$ cat config.mk
export PLATFORM = sky130hd
export DESIGN_NAME = script_token_scanner_core
export DESIGN_NICKNAME = d
export VERILOG_FILES = /design/src/rtl/stsc_pkg.sv /design/src/rtl/script_token_scanner_core.sv
export SDC_FILE = /design/constraint.sdc
export NUM_CORES = 1
export LEC_CHECK = 0
export CORE_MARGIN = 2
export CORE_UTILIZATION = 49
export DETAILED_ROUTE_END_ITERATION = 7
export DONT_BUFFER_PORTS = 1
export PLACE_DENSITY = 0.75
export SLEW_MARGIN = 15
export SYNTH_ARGS = -nofsm -noshare
export SYNTH_HDL_FRONTEND = slang
export SYNTH_SLANG_ARGS = --single-unit
$ cat constraint.sdc
create_clock -name clk -period 10.81 [get_ports clk]
set_input_delay 1.6215 -clock clk [delete_from_list [all_inputs] [get_ports clk]]
set_output_delay 1.6215 -clock clk [all_outputs]
set_load 0.02 [all_outputs]
$ cat src/rtl/stsc_pkg.sv
// ----------------------------------------------------------------------------
// stsc_pkg
// Types, token codes and keyword table shared by the script token scanner.
// ----------------------------------------------------------------------------
package stsc_pkg;

  localparam int POSITION_BITS_DEF      = 16;
  localparam int KEYWORD_HEAD_CHARS_DEF = 8;

  localparam int TOK_W   = 16;  // width of token start and length fields
  localparam int VAL_W   = 63;  // width of the number value
  localparam int KIND_W  = 5;
  localparam int QUEUE_DEPTH = 4;

  localparam int KW_COUNT   = 11;
  localparam int KW_MAX_LEN = 7;

  typedef enum logic [KIND_W-1:0] {
    KIND_EOF        = 5'd0,
    KIND_EOL        = 5'd1,
    KIND_NUMBER     = 5'd2,
    KIND_IDENT      = 5'd3,
    KIND_KW_PUSH    = 5'd4,
    KIND_KW_SET     = 5'd5,
    KIND_KW_REPEAT  = 5'd6,
    KIND_KW_END     = 5'd7,
    KIND_KW_JUMPIF  = 5'd8,
    KIND_KW_BREAKIF = 5'd9,
    KIND_KW_FN      = 5'd10,
    KIND_KW_ENDFN   = 5'd11,
    KIND_KW_ASM     = 5'd12,
    KIND_KW_MACRO   = 5'd13,
    KIND_KW_LABEL   = 5'd14,
    KIND_PLUS       = 5'd15,
    KIND_MINUS      = 5'd16,
    KIND_STAR       = 5'd17,
    KIND_SLASH      = 5'd18,
    KIND_EQ         = 5'd19,
    KIND_EQEQ       = 5'd20,
    KIND_COMMA      = 5'd21,
    KIND_COLON      = 5'd22,
    KIND_LPAREN     = 5'd23,
    KIND_RPAREN     = 5'd24,
    KIND_LBRACKET   = 5'd25,
    KIND_RBRACKET   = 5'd26
  } kind_t;

  typedef enum logic [2:0] {
    MODE_IDLE         = 3'd0,
    MODE_IDENT        = 3'd1,
    MODE_NUMBER       = 3'd2,
    MODE_EQ           = 3'd3,
    MODE_SLASH        = 3'd4,
    MODE_COMMENT      = 3'd5,
    MODE_COMMENT_STAR = 3'd6
  } mode_t;

  // Keyword text, right-justified: first character of keyword k sits at
  // bits [8*KW_LEN[k]-1 -: 8].
  localparam logic [KW_MAX_LEN*8-1:0] KW_TEXT [KW_COUNT] = '{
    "push", "set", "repeat", "end", "jumpif", "breakif",
    "fn", "endfn", "asm", "@macro", "@label"
  };
  localparam logic [2:0] KW_LEN [KW_COUNT] = '{
    3'd4, 3'd3, 3'd6, 3'd3, 3'd6, 3'd7, 3'd2, 3'd5, 3'd3, 3'd6, 3'd6
  };

  typedef struct packed {
    kind_t              kind;
    logic [TOK_W-1:0]   start;
    logic [TOK_W-1:0]   length;
    logic [VAL_W-1:0]   value;
    logic               last;
  } result_t;

endpackage

$ cat src/rtl/script_token_scanner_core.sv
// ----------------------------------------------------------------------------
// script_token_scanner_core
// Streaming tokenizer: one source byte per item in, up to two tokens out.
// ----------------------------------------------------------------------------
//
//  channel | ports                                   | direction
//  --------+-----------------------------------------+----------
//  input   | in_valid, in_stall, in_ch               | in
//  result  | out_valid, out_stall, out_token_kind,   | out
//          | out_token_start, out_token_length,      |
//          | out_number_value, out_last              |
//
// One byte is taken every cycle while in_stall is low; its tokens are written
// to a four-entry result queue in the same cycle and show on the result ports once they reach its head.
// A byte that yields two tokens takes two queue entries, so the byte rate
// falls below one per cycle only where the queue drains slower than it fills.
// in_stall rises when fewer than two queue entries are free.
// Reset (synchronous, rst_n low) empties the queue and returns to idle.
// ----------------------------------------------------------------------------
module script_token_scanner_core #(
  parameter int POSITION_BITS      = stsc_pkg::POSITION_BITS_DEF,
  parameter int KEYWORD_HEAD_CHARS = stsc_pkg::KEYWORD_HEAD_CHARS_DEF
) (
  input  logic                        clk,
  input  logic                        rst_n,

  input  logic                        in_valid,
  output logic                        in_stall,
  input  logic [7:0]                  in_ch,

  output logic                        out_valid,
  input  logic                        out_stall,
  output logic [stsc_pkg::KIND_W-1:0] out_token_kind,
  output logic [stsc_pkg::TOK_W-1:0]  out_token_start,
  output logic [stsc_pkg::TOK_W-1:0]  out_token_length,
  output logic [stsc_pkg::VAL_W-1:0]  out_number_value,
  output logic                        out_last
);

  localparam int TW    = stsc_pkg::TOK_W;
  localparam int VW    = stsc_pkg::VAL_W;
  localparam int QD    = stsc_pkg::QUEUE_DEPTH;
  localparam int QP_W  = $clog2(QD);
  localparam int QC_W  = $clog2(QD + 1);

  // --------------------------------------------------------------------------
  // Scanner state
  // --------------------------------------------------------------------------
  stsc_pkg::mode_t            mode_r, mode_nxt;
  logic [TW-1:0]              len_r, len_nxt;
  logic [POSITION_BITS-1:0]   pos_r, pos_nxt;
  logic [POSITION_BITS-1:0]   start_r, start_nxt;
  logic [VW-1:0]              acc_r, acc_nxt;
  logic [7:0]                 head_r   [KEYWORD_HEAD_CHARS];
  logic [7:0]                 head_nxt [KEYWORD_HEAD_CHARS];

  // Result queue
  stsc_pkg::result_t          q_r [QD];
  logic [QP_W-1:0]            hd_r;
  logic [QC_W-1:0]            cnt_r;

  logic                       fire, pop;
  logic                       used;
  logic                       is_alpha, is_digit, is_ident_start, is_ident_cont, is_blank;
  logic                       is_eof, starts_lexeme;

  stsc_pkg::result_t          res0, res1, flush_tok, single_tok;
  logic                       flush_vld, single_vld;
  logic [1:0]                 res_cnt;

  logic [POSITION_BITS+TW-1:0] pos_ext, start_ext;
  logic [TW-1:0]              pos16, start16;
  logic [TW-1:0]              len_inc;
  logic [POSITION_BITS-1:0]   pos_inc;

  logic [VW+3:0]              acc_sum;
  logic [VW-1:0]              acc_step;

  logic [stsc_pkg::KIND_W-1:0] ident_kind;
  logic                       kw_hit;

  assign fire     = in_valid && !in_stall;
  assign pop      = out_valid && !out_stall;
  assign in_stall = (cnt_r > QC_W'(QD - 2));

  // --------------------------------------------------------------------------
  // Character classes
  // --------------------------------------------------------------------------
  assign is_alpha       = (in_ch >= "a" && in_ch <= "z") || (in_ch >= "A" && in_ch <= "Z");
  assign is_digit       = (in_ch >= "0" && in_ch <= "9");
  assign is_ident_cont  = is_alpha || is_digit || (in_ch == "_");
  assign is_ident_start = is_alpha || (in_ch == "_") || (in_ch == "@");
  assign is_blank       = (in_ch == " ") || (in_ch == 8'h09) || (in_ch == 8'h0D);
  assign is_eof         = (in_ch == 8'h00);
  assign starts_lexeme  = is_ident_start || is_digit || (in_ch == "=") || (in_ch == "/");

  assign pos_ext   = {{TW{1'b0}}, pos_r};
  assign start_ext = {{TW{1'b0}}, start_r};
  assign pos16     = pos_ext[TW-1:0];
  assign start16   = start_ext[TW-1:0];

  assign len_inc = (len_r != {TW{1'b1}}) ? len_r + TW'(1) : len_r;
  assign pos_inc = (pos_r != {POSITION_BITS{1'b1}}) ? pos_r + POSITION_BITS'(1) : pos_r;

  // acc * 10 + digit, saturating at the top of the value range
  assign acc_sum  = {1'b0, acc_r, 3'b000} + {3'b000, acc_r, 1'b0} + {{VW{1'b0}}, in_ch[3:0]};
  assign acc_step = (|acc_sum[VW+3:VW]) ? {VW{1'b1}} : acc_sum[VW-1:0];

  // --------------------------------------------------------------------------
  // Keyword match on the stored identifier head
  // --------------------------------------------------------------------------
  always_comb begin : p_keyword
    logic m;
    kw_hit     = 1'b0;
    ident_kind = stsc_pkg::KIND_IDENT;
    for (int k = 0; k < stsc_pkg::KW_COUNT; k++) begin
      m = (len_r == TW'(stsc_pkg::KW_LEN[k]));
      for (int j = 0; j < stsc_pkg::KW_MAX_LEN; j++) begin
        if (j < int'(stsc_pkg::KW_LEN[k])) begin
          m = m && (head_r[j] ==
                    stsc_pkg::KW_TEXT[k][8*(int'(stsc_pkg::KW_LEN[k]) - 1 - j) +: 8]);
        end
      end
      if (m && !kw_hit) begin
        kw_hit     = 1'b1;
        ident_kind = stsc_pkg::KIND_W'(int'(stsc_pkg::KIND_KW_PUSH) + k);
      end
    end
  end

  // Does the pending lexeme take this byte?
  always_comb begin : p_used
    case (mode_r)
      stsc_pkg::MODE_IDENT:        used = is_ident_cont;
      stsc_pkg::MODE_NUMBER:       used = is_digit;
      stsc_pkg::MODE_EQ:           used = (in_ch == "=");
      stsc_pkg::MODE_SLASH:        used = (in_ch == "*");
      stsc_pkg::MODE_COMMENT:      used = !is_eof;
      stsc_pkg::MODE_COMMENT_STAR: used = !is_eof;
      default:                     used = 1'b0;
    endcase
  end

  // --------------------------------------------------------------------------
  // Tokens caused by this byte
  // --------------------------------------------------------------------------
  always_comb begin : p_result
    flush_tok  = '0;
    flush_vld  = 1'b0;
    single_tok = '0;
    single_vld = 1'b0;

    // close the pending lexeme
    case (mode_r)
      stsc_pkg::MODE_IDENT: begin
        flush_vld        = !used;
        flush_tok.kind   = stsc_pkg::kind_t'(ident_kind);
        flush_tok.start  = start16;
        flush_tok.length = len_r;
      end
      stsc_pkg::MODE_NUMBER: begin
        flush_vld        = !used;
        flush_tok.kind   = stsc_pkg::KIND_NUMBER;
        flush_tok.start  = start16;
        flush_tok.length = len_r;
        flush_tok.value  = acc_r;
      end
      stsc_pkg::MODE_EQ: begin
        flush_vld        = 1'b1;
        flush_tok.kind   = used ? stsc_pkg::KIND_EQEQ : stsc_pkg::KIND_EQ;
        flush_tok.start  = start16;
        flush_tok.length = used ? TW'(2) : TW'(1);
      end
      stsc_pkg::MODE_SLASH: begin
        flush_vld        = !used;
        flush_tok.kind   = stsc_pkg::KIND_SLASH;
        flush_tok.start  = start16;
        flush_tok.length = TW'(1);
      end
      default: begin
        flush_vld = 1'b0;
      end
    endcase

    // token from the byte itself
    single_tok.start = pos16;
    single_tok.last  = 1'b1;
    if (!used) begin
      if (is_eof) begin
        single_vld        = 1'b1;
        single_tok.kind   = stsc_pkg::KIND_EOF;
        single_tok.length = '0;
      end else if (!is_blank && !starts_lexeme) begin
        single_vld        = 1'b1;
        single_tok.length = TW'(1);
        case (in_ch)
          8'h0A, ";": single_tok.kind = stsc_pkg::KIND_EOL;
          "+":        single_tok.kind = stsc_pkg::KIND_PLUS;
          "-":        single_tok.kind = stsc_pkg::KIND_MINUS;
          "*":        single_tok.kind = stsc_pkg::KIND_STAR;
          ",":        single_tok.kind = stsc_pkg::KIND_COMMA;
          ":":        single_tok.kind = stsc_pkg::KIND_COLON;
          "(":        single_tok.kind = stsc_pkg::KIND_LPAREN;
          ")":        single_tok.kind = stsc_pkg::KIND_RPAREN;
          "[":        single_tok.kind = stsc_pkg::KIND_LBRACKET;
          "]":        single_tok.kind = stsc_pkg::KIND_RBRACKET;
          default:    single_tok.kind = stsc_pkg::KIND_EOF;  // unknown byte
        endcase
      end
    end

    flush_tok.last = !single_vld;

    res0    = flush_vld ? flush_tok : single_tok;
    res1    = single_tok;
    res_cnt = 2'(flush_vld) + 2'(single_vld);
  end

  // --------------------------------------------------------------------------
  // Next scanner state
  // --------------------------------------------------------------------------
  always_comb begin : p_next
    mode_nxt  = mode_r;
    len_nxt   = len_r;
    start_nxt = start_r;
    acc_nxt   = acc_r;
    pos_nxt   = pos_inc;
    for (int i = 0; i < KEYWORD_HEAD_CHARS; i++) begin
      head_nxt[i] = head_r[i];
    end

    if (used) begin
      case (mode_r)
        stsc_pkg::MODE_IDENT: begin
          for (int i = 0; i < KEYWORD_HEAD_CHARS; i++) begin
            if (len_r == TW'(i)) begin
              head_nxt[i] = in_ch;
            end
          end
          len_nxt = len_inc;
        end
        stsc_pkg::MODE_NUMBER: begin
          acc_nxt = acc_step;
          len_nxt = len_inc;
        end
        stsc_pkg::MODE_EQ:    mode_nxt = stsc_pkg::MODE_IDLE;
        stsc_pkg::MODE_SLASH: mode_nxt = stsc_pkg::MODE_COMMENT;
        stsc_pkg::MODE_COMMENT: begin
          if (in_ch == "*") begin
            mode_nxt = stsc_pkg::MODE_COMMENT_STAR;
          end
        end
        stsc_pkg::MODE_COMMENT_STAR: begin
          if (in_ch == "/") begin
            mode_nxt = stsc_pkg::MODE_IDLE;
          end else if (in_ch != "*") begin
            mode_nxt = stsc_pkg::MODE_COMMENT;
          end
        end
        default: mode_nxt = stsc_pkg::MODE_IDLE;
      endcase
    end else begin
      mode_nxt = stsc_pkg::MODE_IDLE;
      if (is_eof) begin
        // end of source: clear position and lexeme
        len_nxt = '0;
        pos_nxt = '0;
      end else if (is_ident_start) begin
        mode_nxt    = stsc_pkg::MODE_IDENT;
        start_nxt   = pos_r;
        len_nxt     = TW'(1);
        head_nxt[0] = in_ch;
      end else if (is_digit) begin
        mode_nxt  = stsc_pkg::MODE_NUMBER;
        start_nxt = pos_r;
        len_nxt   = TW'(1);
        acc_nxt   = {{(VW-4){1'b0}}, in_ch[3:0]};
      end else if (in_ch == "=") begin
        mode_nxt  = stsc_pkg::MODE_EQ;
        start_nxt = pos_r;
      end else if (in_ch == "/") begin
        mode_nxt  = stsc_pkg::MODE_SLASH;
        start_nxt = pos_r;
      end
    end
  end

  always_ff @(posedge clk) begin
    if (!rst_n) begin
      mode_r <= stsc_pkg::MODE_IDLE;
      len_r  <= '0;
      pos_r  <= '0;
    end else if (fire) begin
      mode_r <= mode_nxt;
      len_r  <= len_nxt;
      pos_r  <= pos_nxt;
    end
  end

  always_ff @(posedge clk) begin
    if (fire) begin
      start_r <= start_nxt;
      acc_r   <= acc_nxt;
      for (int i = 0; i < KEYWORD_HEAD_CHARS; i++) begin
        head_r[i] <= head_nxt[i];
      end
    end
  end

  // --------------------------------------------------------------------------
  // Result queue
  // --------------------------------------------------------------------------
  logic [QP_W-1:0] wp0, wp1;
  logic [1:0]      push_n;

  assign wp0    = hd_r + cnt_r[QP_W-1:0];
  assign wp1    = wp0 + QP_W'(1);
  assign push_n = fire ? res_cnt : 2'd0;

  always_ff @(posedge clk) begin
    if (!rst_n) begin
      hd_r  <= '0;
      cnt_r <= '0;
    end else begin
      if (pop) begin
        hd_r <= hd_r + QP_W'(1);
      end
      cnt_r <= cnt_r + QC_W'(push_n) - QC_W'(pop);
    end
  end

  always_ff @(posedge clk) begin
    if (push_n != 2'd0) begin
      q_r[wp0] <= res0;
    end
    if (push_n == 2'd2) begin
      q_r[wp1] <= res1;
    end
  end

  assign out_valid        = (cnt_r != '0);
  assign out_token_kind   = q_r[hd_r].kind;
  assign out_token_start  = q_r[hd_r].start;
  assign out_token_length = q_r[hd_r].length;
  assign out_number_value = q_r[hd_r].value;
  assign out_last         = q_r[hd_r].last;

endmodule

==> impl_metrics.py, run 1 <==
metrics = {
    "grt": {
        "grtUsageTotal": 0.241,
        "grt_util_met1": 0.302,
        "grt-busiest-layer": "met2",
        "use_met2": 0.417,
        "overflow": 0,
        "antenna_found_initial": 0,
        "use_met3": 0.0428,
        "grt_pass1_wl_mm": 117,
        "grt_max_degree": 82,
        "first_global_vias": 21999,
    },
    "synth": {
        "yosys_warnings": 0,
        "synth_seq_cells": 581,
        "syn-mean-instance-area_sq_um": 10.1,
        "yosys-top-cells-area": "dfxtp_1, edfxtp_1, mux4_2",
        "async_flop_share": 0,
        "synth_ff_type": "dfxtp_1",
        "syn_nets": 2977,
        "synth-edff-count": 223,
        "netlist_area_sq_um": 28500,
        "synthDominantCellAreaShare": 0.252,
        "synth_cells": 2827,
        "synth_top_cell_by_area": "dfxtp_1",
        "ys_seq_area_frac": 0.487,
        "ys_types": 89,
    },
    "die": {
        "rows": 88,
        "ios": 115,
        "core_sq_um": 57600,
        "fp.dieW_microns": 245,
        "die_h_microns": 245,
        "die_area_sq_um": 60000,
        "start_util": 0.494,
    },
    "detailed_routing": {
        "wire_per_inst_microns": 20.8,
        "route.vias.total": 22001,
        "viasPerCell": 6.22,
        "dr.first_iter.drc_count": 1903,
        "wirelength_mm": 73.7,
        "antenna_left": 0,
        "drt_pre_antenna_iters": 6,
        "drcViolationCount": 0,
    },
    "clocking": {
        "cts_tree": "yes",
        "cts_root_buf": "clkbuf_16",
        "cts-resized-gates": 0,
        "clk_latency_ns": 0.63,
        "post_cts_buffers": 0,
        "cts.sinks": 581,
        "h-tree-depth": 2,
        "hold_buffers": 0,
        "cts_buffer_depth": 3,
        "cts_buffers": 58,
        "clk_pin_slew_ns": 0.06,
    },
    "power": {
        "p_per_area_nw_per_um2": 196,
        "switching_share": 0.324,
        "combPwrFrac": 0.216,
        "p_int_mw": 4.08,
        "ir_drop_mv": 0.208,
        "p_switching_mw": 1.96,
        "power_frac_clock": 0.338,
        "power_leakage_nw": 10.6,
        "pwr-share-seq": 0.446,
    },
    "timing": {
        "tns_ns": 0,
        "finalHoldViolCount": 0,
        "fmax_mhz": 154,
        "period_share": 0.601,
        "rsz0062_at_grt": "no",
        "report.final.slew_viol_count": 0,
        "finClkSkew_ns": 0.0187,
        "post-route-min-period_ns": 6.50,
        "finalSetupViolCount": 0,
        "maxSlewHeadroom": 0.244,
        "worstMarginPinSlew_ns": 1.13,
        "hold_ws_ns": 0.443,
    },
    "setup_path": {
        "arrival_ns": 7.04,
        "crit_path_start_kind": "input pin",
        "end_kind": "flop",
        "critical_path_buf_inv_count": 3,
        "worstPathRequired_ns": 11.35,
        "crit_type": "input pin to flop",
        "path_cells": "nor3b_1 -> nand3_1 -> nor3_1 -> a2111oi_4 -> buf_4 -> maj3_1 -> a21boi_2 -> inv_2 -> ha_1 -> o21ai_1 -> nor3_1 -> nor2_4 -> buf_4 -> nand2_1 -> o21ai_1",
        "cp_slowest_cell": "buf_4",
        "critPathMaxFanout": 78,
        "slowest_delay_ns": 0.71,
        "path_delay_family": "simple AND/OR/NAND/NOR gates",
    },
    "run": {
        "drv_cap": 0,
    },
    "finish": {
        "fillers": 4918,
        "antennaDiodeCount": 0,
        "nets": 2872,
        "syn_to_final_growth_pct": 8.17,
        "drive_above_1_share": 0.0935,
    },
    "placed_design": {
        "dp_hpwl_mm": 47.6,
        "numPortBuffers": 0,
        "gp_congestion": 0.923,
    },
    "outcome": {
        "status": "completed",
    },
    "min_path": {
        "hold_class": "flop to flop",
    },
}
==> layer usage <==
layer / part of all wire / vias up
li1: - / 10191
met1: 0.41 / 10756
met2: 0.49 / 881
met3: 0.071 / 173
met4: 0.029 / 0
met5: 0 / -
==> cell type report <==
class	count	area, sq um	share of cell area
Clock inverter	32	363	0.0118
Inverter	43	161	0.00524
Multi-Input combinational cell	2020	13700	0.446
Tap cell	765	957	0.0311
Timing Repair Buffer	18	135	0.00439
Clock buffer	76	1560	0.0507
Sequential cell	581	13900	0.450
==> state kept, by name, summed over array words and instances (netlist names), named ones only <==
name     count
start16     16
acc_r       63
head_r      56
cnt_r        3
len_r       16
hd_r         2
pos16       16
mode_r       3
q_r        404
==> synth_stat cells (9+ instances only) <==
cell type  number
o21ai_1       244
nand4_1        44
buf_2          19
a21oi_1       164
nand3_1        40
xor2_1         40
and2_1         26
a22o_1         66
a31oi_1        19
a21o_1         26
o211ai_1       10
clkbuf_1      145
nor4_1         15
nand2_1       498
xnor2_1        45
a211oi_1       13
o22ai_1        25
inv_1          42
or3_1          13
dfxtp_1       358
ha_1          135
mux4_2        101
and3_1         18
buf_1          10
nor3_1         43
or4_1           9
o21ai_0       142
nor2_1        118
edfxtp_1      223
nor2b_1        15
==> metrics by stage <==
stage / std cells / util / power, mW / instance area, sq um / setup WS [ns]
final: 3535 / 0.535 / 6.04 / 30800 / 4.31
after global routing: 3535 / 0.535 / 6.28 / 30800 / 4.09
after CTS: 3535 / 0.535 / 6.07 / 30800 / 4.45
after detailed placement: 3427 / 0.501 / 4.04 / 28900 / 3.81
after global placement: 3427 / 0.501 / 3.99 / 28900 / 3.96
after floorplan: 2827 / - / 3.66 / 28500 / 2.36
==> power groups by stage <==
stage          combinational, mW  clock [mW]  sequential (mW)
2_1_floorplan               1.01           0             2.65
3_3_place_gp                1.27           0             2.72
3_5_place_dp                1.30           0             2.74
4_1_cts                     1.30        2.07             2.70
5_1_grt                     1.40        2.15             2.72
6_report                    1.31        2.04             2.70
==> placed cells by master, fill, tap and decap left out, drive strengths merged, types with 40 or more instances in the layout <==
master and count:
clkbuf 76, nand4 44, dfxtp 358, o21ai 390, edfxtp 223, nor3 45, xnor2 46, xor2 40
mux4 101, inv 47, nand2 498, ha 135, nand3 41, a22o 66, nor2 125, a21oi 164
==> worst reg2reg max path, stage by stage (launching register included) <==
cell	delay, ns
dfxtp_1	0.47
inv_1	0.18
nor3_1	0.30
a22o_1	0.40
a2111oi_4	0.08
buf_4	0.38
maj3_1	0.49
a21boi_2	0.55
inv_2	0.25
ha_1	0.42
o21ai_1	0.41
nor3_1	0.21
nor2_4	0.17
buf_4	0.71
nand2_1	0.36
o21ai_1	0.13
==> cell families after synthesis <==
kind of cell / count (synthesis) / synth area share
XOR/XNOR: 86 / 0.0267
AO/OA/AOI/OAI: 783 / 0.163
AND/OR/NAND/NOR: 905 / 0.147
flip-flops: 581 / 0.487
multiplexers: 107 / 0.0821
buffers and inverters: 226 / 0.0327
adder cells (fa/ha/maj): 139 / 0.0618
==> path summary, 6_finish.rpt <==
kind / slack, ns / cells after the start / from / end
min reg2reg: 0.44 / 2 / q_r[1][47] / q_r[1][47]
max: 4.31 / 15 / in_ch[7] / q_r[2][8]
min: 0.44 / 2 / q_r[1][47] / q_r[1][47]
max reg2reg: 5.23 / 15 / mode_r[2] / q_r[2][8]
Note: power is estimated with default switching activity, not from simulation.
==> run 2: changes to the inputs <==
clock period = 6.42 ns   (was 10.81 ns; I/O delays follow)
==> run 2 against run 1 <==
Against the previous run:
- largest power group unchanged
- critical path depth increased by 1
- register-to-register slack got worse by 4.1 ns
- die area unchanged
- clock-buffer cell count increased by 11
- clock skew decreased by 0.0049 ns
- flip-flop and latch count unchanged
- non-clock buffer count increased by 14
- critical endpoint is now q_r[2][87]
- combinational power increased by 79%
- global-route usage increased by 0.67 points
==> impl_metrics.py, run 2 (synthesized netlist as in run 1, its figures left out) <==
metrics = {
    "die": {
        "core_sq_um": 57600,
        "die_area_sq_um": 60000,
        "start_util": 0.494,
        "ios": 115,
        "fp.dieW_microns": 245,
        "rows": 88,
        "die_h_microns": 245,
    },
    "finish": {
        "final_common_cell": "nand2_1",
        "design_area_sq_um": 31000,
        "top_regs": "q_r (404), acc_r (63), head_r (56)",
        "mostFrequentLayoutCells": "nand2_1, dfxtp_1, o21ai_1, edfxtp_1, a21oi_1",
        "fillers": 4875,
        "syn_to_final_growth_pct": 8.92,
        "stdcell_count": 3552,
        "drive_above_1_share": 0.100,
        "largest_register": "q_r",
        "antennaDiodeCount": 0,
        "nets": 2887,
        "largest_register_ffs": 404,
        "fin_util": 0.538,
    },
    "grt": {
        "overflow": 0,
        "grtUsageTotal": 0.248,
        "grt_max_degree": 102,
        "grt_pass1_wl_mm": 120,
        "first_global_vias": 22143,
        "antenna_found_initial": 0,
    },
    "placed_design": {
        "numPortBuffers": 0,
        "dpl-instance-area_sq_um": 29100,
        "dp_hpwl_mm": 49.8,
        "dp_slack_ns": 0.678,
        "placedCellCount": 3441,
        "gp_congestion": 0.959,
    },
    "detailed_routing": {
        "route.vias.total": 22013,
        "wirelength_mm": 75.5,
        "viasPerCell": 6.20,
        "dr.first_iter.drc_count": 1862,
        "antenna_left": 0,
        "drt_pre_antenna_iters": 8,
        "drcViolationCount": 0,
        "wire_per_inst_microns": 21.3,
    },
    "run": {
        "drv_cap": 0,
    },
    "power": {
        "ir_drop_mv": 0.297,
        "total_power_mw": 10.3,
        "power_leakage_nw": 10.8,
        "p_per_area_nw_per_um2": 331,
    },
    "clocking": {
        "cts-resized-gates": 0,
        "cts_root_buf": "clkbuf_16",
        "clk_pin_slew_ns": 0.06,
        "hold_buffers": 0,
        "post_cts_buffers": 0,
        "cts_buffer_depth": 3,
        "cts.sinks": 581,
        "h-tree-depth": 2,
        "cts_buffers": 59,
        "cts_tree": "yes",
        "clk_latency_ns": 0.62,
    },
    "timing": {
        "report.final.slew_viol_count": 0,
        "rsz0062_at_grt": "no",
        "tns_ns": 0,
        "period_share": 0.817,
        "finalSetupViolCount": 0,
        "finalHoldViolCount": 0,
        "maxSlewHeadroom": 0.379,
        "setup_ws_ns": 1.17,
        "fmax_mhz": 191,
        "hold_ws_ns": 0.437,
        "worstMarginPinSlew_ns": 0.930,
        "finClkSkew_ns": 0.0138,
        "post-route-min-period_ns": 5.25,
    },
    "setup_path": {
        "arrival_ns": 5.69,
        "worstPathRequired_ns": 6.86,
        "end_kind": "flop",
        "critPathMaxFanout": 71,
        "crit_path_start_kind": "flop",
        "crit_type": "flop to flop",
    },
    "outcome": {
        "status": "completed",
    },
    "min_path": {
        "hold_class": "input pin to flop",
    },
}
-- run 2: cell count changes in the layout (fill, tap and decap cells not counted), moves of 5 or more --
cell,before,now
clkbuf_8,2,10
buf_12,0,7
buf_4,18,25
clkinv_2,6,12
bufinv_16,6,1
clkbuf_16,59,64
clkinvlp_4,7,2
-- run 2: layout make-up --
cell class              count  area [sq um]  area share
repair buffers             32           328      0.0106
clock buffers              87          1790      0.0577
multi-input cells        2020         13700       0.443
inverters                  43           161     0.00521
well taps                 765           957      0.0309
flip-flops and latches    581         13900       0.447
clock inverters            24           159     0.00512
-- run 2: path summary, 6_finish.rpt --
kind,start,to,slack (ns),depth (start not counted)
max,mode_r[0],q_r[2][87],1.17,16
min,in_ch[6],head_r[1][6],0.44,0
max reg2reg,mode_r[0],q_r[2][87],1.17,16
min reg2reg,q_r[3][25],q_r[3][25],0.45,2
-- run 2: metal layers --
| layer | vias up | routed length [microns] | global-route usage |
|---|---|---|---|
| met2 | 925 | 37800 | 0.437 |
| met4 | 0 | 1890 | 0.0753 |
| li1 | 10234 | - | - |
| met1 | 10709 | 30100 | 0.308 |
| met3 | 145 | 5750 | 0.0454 |
| met5 | - | 0 | 0 |
-- run 2: power by group --
group	switching [mW]	internal, mW	total (mW)
clock network	1.45	1.97	3.42
logic	1.66	0.693	2.35
registers	0.241	4.27	4.51
total	3.34	6.94	10.3
-- run 2: worst max-delay path, stage by stage, from the launching register on --
cell       delay, ns
dfxtp_1         0.45
xnor2_2         0.43
nor2_1          0.08
a22o_1          0.33
a2111oi_4       0.35
buf_4           0.70
nand2_1         0.15
a21boi_2        0.18
buf_4           0.19
inv_2           0.17
ha_1            0.29
o21ai_1         0.19
nor2_1          0.35
nand2_4         0.10
o21ai_2         0.69
inv_1           0.17
o21ai_0         0.23
